--- config.mk ---
export PLATFORM = sky130hd
export DESIGN_NAME = dwc_div
export DESIGN_NICKNAME = d
export VERILOG_FILES = /design/src/sv/dwc_pkg.sv /design/src/sv/dwc_div.sv
export SDC_FILE = /design/constraint.sdc
export NUM_CORES = 1
export LEC_CHECK = 0
export CAP_MARGIN = 15
export CORE_ASPECT_RATIO = 2
export CORE_UTILIZATION = 25
export CTS_BUF_LIST = sky130_fd_sc_hd__clkbuf_16
export CTS_CLUSTER_DIAMETER = 30
export DETAILED_ROUTE_END_ITERATION = 8
export DONT_BUFFER_PORTS = 1
export GPL_TIMING_DRIVEN = 0
export PLACE_DENSITY = 0.5
export SYNTH_ARGS = -nofsm -noshare
export SYNTH_HDL_FRONTEND = slang
export SYNTH_SLANG_ARGS = --single-unit
--- constraint.sdc ---
create_clock -name clk -period 6.7 [get_ports clk]
set_input_delay 2.01 -clock clk [delete_from_list [all_inputs] [get_ports clk]]
set_output_delay 2.01 -clock clk [all_outputs]
set_load 0.02 [all_outputs]
--- src/sv/dwc_pkg.sv ---
// ----------------------------------------------------------------------------
// dwc_pkg
// Shared types, widths and codes of the wall column ray caster.
// ----------------------------------------------------------------------------
package dwc_pkg;

	localparam int POS_W    = 16;
	localparam int FRAC_W   = 11;
	localparam int RAY_W    = 18;
	localparam int DELTA_W  = 32;
	localparam int SD_W     = 40;
	localparam int COORD_W  = 8;
	localparam int TILE_W   = 3;
	localparam int COL_W    = 9;
	localparam int TXY_W    = 5;
	localparam int ROW_W    = 8;
	localparam int MSIZE_W  = 6;
	localparam int DIVQ_W   = 32;
	localparam int PADDR_W  = 5;
	localparam int PDATA_W  = 32;

	localparam logic [DELTA_W-1:0] DELTA_SAT = '1;

	localparam logic CMD_CAST  = 1'b0;
	localparam logic CMD_WRITE = 1'b1;

	typedef enum logic [2:0] {
		REG_POS_X   = 3'd0,
		REG_POS_Y   = 3'd1,
		REG_DIR_X   = 3'd2,
		REG_DIR_Y   = 3'd3,
		REG_PLANE_X = 3'd4,
		REG_PLANE_Y = 3'd5,
		REG_MAP_W   = 3'd6,
		REG_MAP_H   = 3'd7
	} reg_idx_t;

	typedef enum logic [4:0] {
		ST_IDLE, ST_CAM_GO, ST_CAM_WT, ST_RAY_X, ST_RAY_Y, ST_RAY_ADD,
		ST_DX_GO, ST_DX_WT, ST_DY_GO, ST_DY_WT, ST_SIDE_X, ST_SIDE_Y,
		ST_STEP, ST_CHECK, ST_LH_GO, ST_LH_WT, ST_WALL, ST_FINISH
	} cast_state_t;

	typedef struct packed {
		logic              start;
		logic [DIVQ_W-1:0] dividend;
		logic [SD_W-1:0]   divisor;
	} div_req_t;

	typedef struct packed {
		logic              done;
		logic [DIVQ_W-1:0] quotient;
	} div_rsp_t;

endpackage

--- src/sv/dwc_div.sv ---
// ----------------------------------------------------------------------------
// dwc_div
// Restoring unsigned divider, one quotient bit per cycle, done pulse at end.
// ----------------------------------------------------------------------------
module dwc_div import dwc_pkg::*; (
	input  logic     clk,
	input  logic     arst_n,
	input  div_req_t req,
	output div_rsp_t rsp
);
	localparam int CNT_W = $clog2(DIVQ_W);

	logic              busy_q;
	logic              done_q;
	logic [CNT_W-1:0]  cnt_q;
	logic [SD_W-1:0]   rem_q;
	logic [DIVQ_W-1:0] quo_q;
	logic [SD_W-1:0]   dvs_q;
	logic [SD_W:0]     shifted;
	logic [SD_W+1:0]   diff;

	assign shifted = {rem_q, quo_q[DIVQ_W-1]};
	assign diff    = {1'b0, shifted} - {2'b00, dvs_q};

	always_ff @(posedge clk or negedge arst_n) begin
		if (!arst_n) begin
			busy_q <= 1'b0;
			done_q <= 1'b0;
			cnt_q  <= '0;
		end else begin
			done_q <= 1'b0;
			if (req.start) begin
				busy_q <= 1'b1;
				cnt_q  <= '0;
			end else if (busy_q) begin
				cnt_q <= cnt_q + 1'b1;
				if (cnt_q == CNT_W'(DIVQ_W - 1)) begin
					busy_q <= 1'b0;
					done_q <= 1'b1;
				end
			end
		end
	end

	always_ff @(posedge clk) begin
		if (req.start) begin
			rem_q <= '0;
			quo_q <= req.dividend;
			dvs_q <= req.divisor;
		end else if (busy_q) begin
			if (!diff[SD_W+1]) begin
				rem_q <= diff[SD_W-1:0];
				quo_q <= {quo_q[DIVQ_W-2:0], 1'b1};
			end else begin
				rem_q <= shifted[SD_W-1:0];
				quo_q <= {quo_q[DIVQ_W-2:0], 1'b0};
			end
		end
	end

	assign rsp.done     = done_q;
	assign rsp.quotient = quo_q;
endmodule

### After elaboration in Yosys (flattened, before gate mapping)

Index checks and enable logic that the tools add are counted.

* bits in registers: 119
* bits in latches: 0
* RAM bits: 0
* ROM bits: 0
* bits of input ports: 75
* output and inout port bits: 33
* logic and storage cells: 22
* memories kept: 0

* $add $sub $neg: 2
* multipliers: 0
* div/mod/pow operators: 0
* magnitude comparators: 0
* equality and inequality tests: 1
* shift-type cells: 0
* multiplexer cells: 12
* bitwise logic cells: 0
* reductions and logical operators: 1

Operators by type and width (number)
* two-way mux 32 bit: 2
* subtractor 41 x 40 -> 42 bit: 1
* two-way mux 40 bit: 1
* two-way mux 5 bit: 2
* two-way mux 1 bit: 7
* adder 5 x 1 -> 5 bit, second input constant: 1
* equality test 5 bit, second input constant: 1
* nonzero test 2 bit: 1

### Logic depth before layout (Yosys ltp)

Gate-level depths: netlist (run 1).

* depth in word-level cells: 4
* gate-level depth with buffers: 13
* mapped depth without buffers: 11

### Worst setup path before layout (run 1)

OpenSTA, ideal clock, no wires.

* path kind: input to register
* from: in req[72] in the netlist's numbering
* to: reg quo_q[0], enable pin
* setup time: 375 ps
* arrival time: 2950 ps
* data required time: 6325 ps
* setup slack: 3376 ps
* cell stages on the path: 3
* buffers on the path: 2
* cells stage by stage: buf_4 clkbuf_1 or2_2

* word-level cells in the longest chain between the ends: 1

RTL lines
* from (decl): line dwc_div.sv:8 `input div_req_t req,`
* nonzero test 2 bit (no line)
* to (signal assigned): line dwc_div.sv:48 `quo_q <= req.dividend;`
* to (signal assigned): line dwc_div.sv:53 `quo_q <= {quo_q[DIVQ_W-2:0], 1'b1};`
* to (signal assigned): line dwc_div.sv:56 `quo_q <= {quo_q[DIVQ_W-2:0], 1'b0};`
* to (decl): line dwc_div.sv:17 `logic [DIVQ_W-1:0] quo_q;`

No other way between the ends.
A chain may end at the register's enable or synchronous reset.

### Worst setup path after layout (run 1)

* from: reg quo_q[31]
* to: reg rem_q[32]

* word-level cells in the longest chain between the ends: 2

RTL lines
* subtractor 41 x 40 -> 42 bit: line dwc_div.sv:23 `assign diff = {1'b0, shifted} - {2'b00, dvs_q};`
* two-way mux 40 bit: line dwc_div.sv:51 `if (!diff[SD_W+1]) begin`
* to (signal assigned): line dwc_div.sv:52 `rem_q <= diff[SD_W-1:0];`
* to (signal assigned): line dwc_div.sv:55 `rem_q <= shifted[SD_W-1:0];`
* to (decl): line dwc_div.sv:16 `logic [SD_W-1:0] rem_q;`

No other way between the ends.

==> impl_metrics.tcl, run 1 <==
set metrics [dict create \
    outcome "completed" \
    cts_num_sinks 119 \
    worstReg2RegStart "quo_q[31]$_DFFE_PP_" \
    drive_above_1_share 0.135 \
    place_congestion 0.863 \
    overflow 0 \
    endpoint_kind "register" \
    ant_nets 0 \
    maxCapViolCount 0 \
    clockBufferDepth 2 \
    cts.clk_slew.worst_paths_ns 0.06 \
    whs_endpoint "rem_q[6]$_SDFFE_PP0P_" \
    busiest_layer "met2" \
    whs_ns 0.513 \
    final_nets 883 \
    start_kind "register" \
    cp.arrival_ns 4.11 \
    cts_max_level 4 \
    grt_pass1_vias 6195 \
    fill_cells 3020 \
    drc 0 \
    worst_pin_slew_ns 0.868 \
    irDropWorstVdd_mv 0.263 \
    final_hold_viol_count 0 \
    grt_antenna_before_repair 1 \
    dieArea_sq_um 29700 \
    clkLatencyLatePin_ns 0.43 \
    dpl_cell_area_sq_um 7680 \
    grt_util_met3 0.0268 \
    required_ns 7.03 \
    port_buffers 0 \
    core-area_sq_um 28300 \
    worstHoldPathType "register to register" \
    cts_setup_buffers 0 \
    cts_tree "built" \
    async_flop_share 0.0588 \
    cts_buffers 17 \
    grt.met1_usage 0.141 \
    rsz0062_at_grt "no" \
    period_minus_slack_ns 3.79 \
    finalClockSkew_ns 0.0100 \
    root_buffer "clkbuf_16" \
    syn_inst 746 \
    r2r_end "rem_q[32]$_SDFFE_PP0P_" \
    use_met2 0.307 \
    dpl.hpwl_mm 17.3 \
    die_h_microns 243 \
    synth_area_sq_um 7230 \
    holdPathStages 2 \
    holdBufCountCts 0 \
    slew_headroom 0.418 \
    p_per_area_nw_per_um2 452 \
    criticalPathCategory "register to register" \
    cts_resized 0 \
    slew_viol_final 0 \
    grt_usage 0.157 \
    max_freq_mhz 264 \
    leakage_nw 3.34 \
    vias 5732 \
    ys_seq_area_frac 0.434 \
    io_pins 108 \
    finalSetupViolCount 0 \
    grt_max_degree 43 \
    drt_pass1_iterations 4 \
    fin_setup_tns_ns 0 \
    seq_area_sq_um 3140 \
    yosysWarnings 0 \
    cp_max_fo 5 \
    synth-edff-count 72 \
    ys_ff_latch 119 \
    worst-r2r-setup-slack_ns 2.91 \
    std_cell_rows 87 \
    ff2ff_path_depth 11 \
    start_util 0.256 \
    yosysUniqueCellTypes 73 \
    hold_start "rem_q[5]$_SDFFE_PP0P_" \
    drtIter0Drc 254 \
    syn_to_final_growth_pct 14.3 \
    synth.avg_cell_area_sq_um 9.70 \
    multi_input_area_sq_um 3680 \
    num_antenna_cells 0 \
    fin_area_sq_um 8270 \
    grt_pass1_wl_mm 34.3 \
    wl_per_cell_microns 19.7 \
    syn_nets 864 \
    die_x_microns 122 \
    finalCritPeriodShare 0.565 \
    routed_via_density 5.06 \
    synth_ff_type "edfxtp_1" \
    drt_wl_total_mm 22.3 \
]
[worst max-delay path: stages, from the launching register on]
cell and delay, ns:
edfxtp_1 0.52, inv_1 0.08, ha_1 0.23, fa_1 0.40, and2b_1 0.25, o2111ai_2 0.13, a32oi_2 0.36, a31oi_1 0.35
o31ai_1 0.78, nand3_1 0.18, mux2i_1 0.15, a31o_2 0.24
[state kept, by name (all words and copies together) (netlist names)]
| name | count |
|---|---|
| cnt_q | 5 |
| quo_q | 32 |
| done_q | 1 |
| rem_q | 40 |
| dvs_q | 40 |
| busy_q | 1 |
[metal layers]
metal,routed length [microns],vias to the layer above
met1,7500,2739
met5,0,-
li1,-,2782
met4,1270,0
met2,12800,153
met3,759,58
[worst max-delay path by stage]
stage | startpoint | to | slack (ns) | cells after the start
after global placement | req[72] | quo_q[5]$_DFFE_PP_ | 2.76 | 3
final | quo_q[31]$_DFFE_PP_ | rem_q[32]$_SDFFE_PP0P_ | 2.91 | 11
after global routing | quo_q[31]$_DFFE_PP_ | rem_q[36]$_SDFFE_PP0P_ | 2.72 | 11
after detailed placement | req[72] | quo_q[4]$_DFFE_PP_ | 2.75 | 3
after CTS | quo_q[31]$_DFFE_PP_ | rem_q[32]$_SDFFE_PP0P_ | 2.91 | 11
after floorplan | req[72] | quo_q[0]$_DFFE_PP_ | 3.38 | 3
[through the flow]
stage | total power [W] | std cells | setup slack [ns] | utilization
6_report | 0.00374 | 1133 | 2.91 | 0.292
5_1_grt | 0.00397 | 1133 | 2.72 | 0.292
4_1_cts | 0.00377 | 1133 | 2.91 | 0.292
3_5_place_dp | 0.00280 | 1102 | 2.75 | 0.271
3_3_place_gp | 0.00279 | 1102 | 2.76 | 0.271
2_1_floorplan | 0.00230 | 746 | 3.38 | -
[synthesized netlist by cell type (16+ instances only)]
| master | instances | area (sq um) |
|---|---|---|
| xnor2_1 | 16 | 140 |
| a311oi_1 | 27 | 236 |
| nand2_1 | 82 | 308 |
| dfxtp_1 | 40 | 801 |
| a21o_1 | 19 | 143 |
| clkbuf_1 | 18 | 67.6 |
| nor2_1 | 58 | 218 |
| o21ai_0 | 32 | 160 |
| edfxtp_1 | 72 | 2160 |
| ha_1 | 42 | 526 |
| inv_1 | 56 | 210 |
| mux2_2 | 34 | 383 |
| a21oi_1 | 39 | 195 |
[power by group]
group          internal (W)  switching, W
sequential         0.000941      0.000183
combinational      0.000643       0.00103
clock              0.000557      0.000383
total               0.00214       0.00160
[cells by family (layout without fill, tap and decap cells)]
logic type               Yosys count  count (layout)  share of synthesized area
AO/OA/AOI/OAI                    201             201                      0.200
multiplexers                      37              37                     0.0571
adder cells (fa/ha/maj)           43              43                     0.0754
XOR/XNOR                          28              28                     0.0339
flip-flops                       119             119                      0.434
AND/OR/NAND/NOR                  220             220                      0.142
buffers and inverters             98             129                     0.0581
[layout make-up]
cell class	count	area share
buffer	42	0.0254
multi-input combinational	529	0.444
clock inverter	14	0.0201
inverter	56	0.0254
clock buffer	17	0.0514
tap	356	0.0538
sequential	119	0.379
[layout by cell type, fill, tap and decap left out, types with 5 or more instances in the layout]
| cell type | n |
|---|---|
| xnor2_1 | 16 |
| a31oi_1 | 13 |
| inv_1 | 56 |
| nor2b_1 | 7 |
| clkbuf_1 | 18 |
| nor3_1 | 7 |
| buf_2 | 10 |
| ha_1 | 42 |
| o21a_1 | 6 |
| dfxtp_1 | 40 |
| o21bai_1 | 6 |
| a21o_1 | 19 |
| xor2_1 | 12 |
| and2_1 | 7 |
| a311oi_1 | 27 |
| o21ai_0 | 32 |
| a211oi_1 | 5 |
| buf_4 | 10 |
| nand2_1 | 82 |
| or3_1 | 6 |
| inv_6 | 6 |
| mux2_2 | 34 |
| nand4_1 | 11 |
| nand3_1 | 13 |
| clkbuf_16 | 17 |
| dfrtp_1 | 7 |
| and3_1 | 9 |
| o211ai_1 | 7 |
| a21oi_1 | 39 |
| edfxtp_1 | 72 |
| nor2_1 | 58 |
No activity file was read; power rests on OpenSTA's default activity.
==> run 2, diff against run 1 <==
==> constraint.sdc (replaced) <==
create_clock -name clk -period 3.9 [get_ports clk]
set_input_delay 1.17 -clock clk [delete_from_list [all_inputs] [get_ports clk]]
set_output_delay 1.17 -clock clk [all_outputs]
set_load 0.02 [all_outputs]
==> impl_metrics.tcl, run 2 (synthesis results as in run 1) <==
set metrics [dict create \
    outcome "completed" \
    final_cell_mix "nand2_1, edfxtp_1, nor2_1, inv_1, ha_1" \
    cts_resized 0 \
    period_minus_slack_ns 3.64 \
    finalCritPeriodShare 0.934 \
    final_nets 883 \
    routed_via_density 5.07 \
    critPathMaxStageDelay_ns 0.67 \
    criticalPathCategory "register to register" \
    required_ns 4.26 \
    cp.arrival_ns 4.00 \
    cp_max_fo 4 \
    final_common_cell "nand2_1" \
    irDropWorstVdd_mv 0.452 \
    syn_to_final_growth_pct 14.4 \
    setup_ws_ns 0.258 \
    core-area_sq_um 28300 \
    root_buffer "clkbuf_16" \
    fin_cells 1133 \
    cts_max_level 4 \
    num_antenna_cells 0 \
    wl_per_cell_microns 19.7 \
    ant_nets 0 \
    slew_viol_final 0 \
    crit_chain "inv_1, ha_1, nor2b_1, o2111ai_1, a211oi_1, o21ai_0, a21o_1, o21ai_0, mux2_2, a31oi_1" \
    maxCapViolCount 0 \
    worst_pin_slew_ns 0.875 \
    worstHoldPathType "input pin to async pin" \
    endpoint_kind "register" \
    dpl.hpwl_mm 17.3 \
    dp_slack_ns 0.148 \
    cts.clk_slew.worst_paths_ns 0.06 \
    start_util 0.256 \
    multi_input_area_sq_um 3680 \
    fill_cells 3022 \
    holdBufCountCts 0 \
    clockBufferDepth 2 \
    drc 0 \
    cts_buffers 17 \
    drive_above_1_share 0.136 \
    max_freq_mhz 275 \
    drtIter0Drc 253 \
    p_per_area_nw_per_um2 776 \
    placed_cells 1102 \
    clkLatencyLatePin_ns 0.43 \
    top_regs "dvs_q x40, rem_q x40, quo_q x32" \
    grt_usage 0.157 \
    slew_headroom 0.413 \
    std_cell_rows 87 \
    place_congestion 0.863 \
    start_kind "register" \
    grt_max_degree 43 \
    rsz0062_at_grt "no" \
    cts_num_sinks 119 \
    finalClockSkew_ns 0.00971 \
    vias 5740 \
    die_h_microns 243 \
    crit_path_frequent_cell "o21ai_0" \
    grt_pass1_vias 6195 \
    drt_wl_total_mm 22.3 \
    overflow 0 \
    seq_area_sq_um 3140 \
    grt_antenna_before_repair 1 \
    drt_pass1_iterations 4 \
    io_pins 108 \
    fin_setup_tns_ns 0 \
    cts_setup_buffers 0 \
    slowest_stage "a211oi_1" \
    critical_path.top_delay_family "compound AO/OA/AOI/OAI gates" \
    path_buf_inv 1 \
    leakage_nw 3.34 \
    final_hold_viol_count 0 \
    cts_tree "built" \
    dieArea_sq_um 29700 \
    die_x_microns 122 \
    finalSetupViolCount 0 \
    grt_pass1_wl_mm 34.3 \
    port_buffers 0 \
]
run 2: changes by cell type in the layout (fill, tap and decap cells not counted):
cell,delta
o31ai_1,-1
o31ai_2,+1
run 2: cell type report:
cell class,instances,area share
clock buffer,17,0.0514
buffer,42,0.0254
inverter,56,0.0254
tap,356,0.0538
multi-input combinational,529,0.445
sequential,119,0.379
clock inverter,14,0.0201
run 2: final timing paths:
| check | from | to | slack (ns) | cells after the start |
|---|---|---|---|---|
| worst max register to register | quo_q[31]$_DFFE_PP_ | rem_q[39]$_SDFFE_PP0P_ | 0.26 | 10 |
| worst min register to register | rem_q[5]$_SDFFE_PP0P_ | rem_q[6]$_SDFFE_PP0P_ | 0.51 | 2 |
| min in group clk | rem_q[5]$_SDFFE_PP0P_ | rem_q[6]$_SDFFE_PP0P_ | 0.51 | 2 |
| worst min-delay path | arst_n | busy_q$_DFF_PN0_ | 0.43 | 0 |
| worst max-delay path | quo_q[31]$_DFFE_PP_ | rem_q[39]$_SDFFE_PP0P_ | 0.26 | 10 |
| max in group asynchronous | arst_n | cnt_q[1]$_DFFE_PN0P_ | 3.40 | 0 |
run 2: per-layer routing:
metal  vias to the layer above  wire (microns)  GRT usage  share of wire
li1                       2787               -          -              -
met1                      2747            7560      0.141           0.34
met2                       150           12800      0.307           0.57
met3                        56             699     0.0268          0.031
met4                         0            1260      0.104          0.057
met5                         -               0          0              0
run 2: worst reg2reg max path, stage by stage, from the launching register on:
cell and delay (ns):
edfxtp_1 0.52, inv_1 0.08, ha_1 0.23, nor2b_1 0.16
o2111ai_1 0.14, a211oi_1 0.67, o21ai_0 0.44, a21o_1 0.31
o21ai_0 0.48, mux2_2 0.40, a31oi_1 0.15
run 2: power by group:
part / internal (W) / switching (W)
clock network: 0.000956 / 0.000659
registers: 0.00162 / 0.000313
logic: 0.00111 / 0.00177
total: 0.00368 / 0.00275
run 2: stage by stage:
step	power, W	area, sq um	utilization	hold slack [ns]
after floorplan	0.00395	7230	-	0.457
after global placement	0.00480	7680	0.271	0.492
after detailed placement	0.00481	7680	0.271	0.492
after CTS	0.00647	8270	0.292	0.412
after global routing	0.00683	8280	0.292	0.414
final	0.00642	8280	0.292	0.430
==> run 3, diff against run 2 <==
--- a/config.mk
+++ b/config.mk
@@ -14,6 +14,8 @@
 export DONT_BUFFER_PORTS = 1
 export GPL_TIMING_DRIVEN = 0
 export PLACE_DENSITY = 0.5
+export SETUP_SLACK_MARGIN = 0.5
 export SYNTH_ARGS = -nofsm -noshare
 export SYNTH_HDL_FRONTEND = slang
 export SYNTH_SLANG_ARGS = --single-unit
+export TNS_END_PERCENT = 5
==> impl_metrics.tcl, run 3 (synthesis results as in run 1) <==
set metrics [dict create \
    outcome "completed" \
    grt_antenna_before_repair 1 \
    top_regs "dvs_q x40, rem_q x40, quo_q x32" \
    finalCritPeriodShare 0.874 \
    total_power_w 0.00647 \
    setup_ws_ns 0.491 \
    endpoint_kind "register" \
    dieArea_sq_um 29700 \
    required_ns 4.08 \
    wl_per_cell_microns 19.8 \
    criticalPathCategory "register to register" \
    critical_path.endpoint "quo_q[0]$_DFFE_PP_" \
    drive_above_1_share 0.141 \
    final_hold_viol_count 0 \
    grt_pass1_wl_mm 34.5 \
    place_congestion 0.863 \
    port_buffers 0 \
    ant_nets 0 \
    std_cell_rows 87 \
    dpl.hpwl_mm 17.3 \
    irDropWorstVdd_mv 0.452 \
    leakage_nw 3.35 \
    worstHoldPathType "input pin to async pin" \
    num_antenna_cells 0 \
    finalSetupViolCount 0 \
    period_minus_slack_ns 3.41 \
    routed_via_density 5.05 \
    root_buffer "clkbuf_16" \
    start_util 0.256 \
    drtIter0Drc 237 \
    core-area_sq_um 28300 \
    rsz0062_at_grt "yes" \
    max_freq_mhz 293 \
    slew_headroom 0.445 \
    syn_to_final_growth_pct 15.1 \
    ff2ff_path_depth 12 \
    fill_cells 3024 \
    fin_util 0.294 \
    r2r_end "quo_q[0]$_DFFE_PP_" \
    final_common_cell "nand2_1" \
    finalClockSkew_ns 0.0110 \
    maxCapViolCount 0 \
    cp.arrival_ns 3.59 \
    worst-r2r-setup-slack_ns 0.49 \
    vias 5725 \
    dp_slack_ns 0.148 \
    cts_max_level 4 \
    slew_viol_final 0 \
    cts_buffers 17 \
    io_pins 108 \
    cp-startpoint "dvs_q[20]$_DFFE_PP_" \
    cts.clk_slew.worst_paths_ns 0.06 \
    drt_pass1_iterations 4 \
    cts_tree "built" \
    drt_wl_total_mm 22.5 \
    worstReg2RegStart "dvs_q[20]$_DFFE_PP_" \
    p_per_area_nw_per_um2 777 \
    final_nets 884 \
    cts_num_sinks 119 \
    clkLatencyLatePin_ns 0.44 \
    grt_pass1_vias 6210 \
    final_cell_mix "nand2_1, edfxtp_1, nor2_1, inv_1, ha_1" \
    grt_usage 0.158 \
    drc 0 \
    worst_pin_slew_ns 0.824 \
    die_x_microns 122 \
    clockBufferDepth 2 \
    die_h_microns 243 \
    fin_setup_tns_ns 0 \
    grt_max_degree 43 \
    start_kind "register" \
    overflow 0 \
    cp_max_fo 10 \
]
[run 3: stage by stage]
| stage | cells | hold slack (ns) | area (sq um) |
|---|---|---|---|
| CTS | 1133 | 0.412 | 8290 |
| global route | 1134 | 0.414 | 8330 |
| detailed placement | 1102 | 0.492 | 7680 |
| finish | 1134 | 0.426 | 8330 |
| floorplan | 746 | 0.457 | 7230 |
| global placement | 1102 | 0.492 | 7680 |
[run 3: how the worst min path moves through the flow]
stage,cells past startpoint,endpoint
after global placement,2,rem_q[16]$_SDFFE_PP0P_
final,0,busy_q$_DFF_PN0_
after global routing,0,cnt_q[1]$_DFFE_PN0P_
after CTS,0,cnt_q[3]$_DFFE_PN0P_
after detailed placement,2,rem_q[16]$_SDFFE_PP0P_
after floorplan,2,rem_q[16]$_SDFFE_PP0P_
[run 3: what timing repair did]
item                                    in CTS  in global routing
pin swaps                                    0                  2
buffers inserted                             0                  1
hold buffers                                 0                  0
endpoints found under the setup margin      11                 18
gates resized for setup                      3                  4
[run 3: layer usage]
layer / wire length [microns] / GRT usage
met1: 7640 / 0.142
met2: 13000 / 0.308
met3: 672 / 0.0268
met4: 1180 / 0.104
met5: 0 / 0
[run 3: layout make-up]
cell class	count	area [sq um]	area share
Buffer	42	210	0.0252
Timing Repair Buffer	1	7.51	0.000901
Multi-Input combinational cell	529	3730	0.447
Sequential cell	119	3140	0.377
Tap cell	356	445	0.0535
Clock inverter	14	166	0.0200
Inverter	56	210	0.0252
Clock buffer	17	425	0.0511
[run 3: worst max-delay path, stage by stage, from the launching register on]
cell and delay (ns):
edfxtp_1 0.37, inv_1 0.06, ha_1 0.21, clkbuf_2 0.18, a21o_1 0.25, a31oi_1 0.27
nor2b_2 0.27, o211ai_2 0.22, a22oi_2 0.27, nand2_1 0.25, buf_4 0.28, buf_2 0.24
mux2_2 0.29
[run 3: report_power, final]
part / leakage, nW / internal (W) / total [W] / switching [W]
combinational: 1.91 / 0.00112 / 0.00292 / 0.00180
sequential: 1.15 / 0.00162 / 0.00193 / 0.000313
clock: 0.288 / 0.000956 / 0.00162 / 0.000664
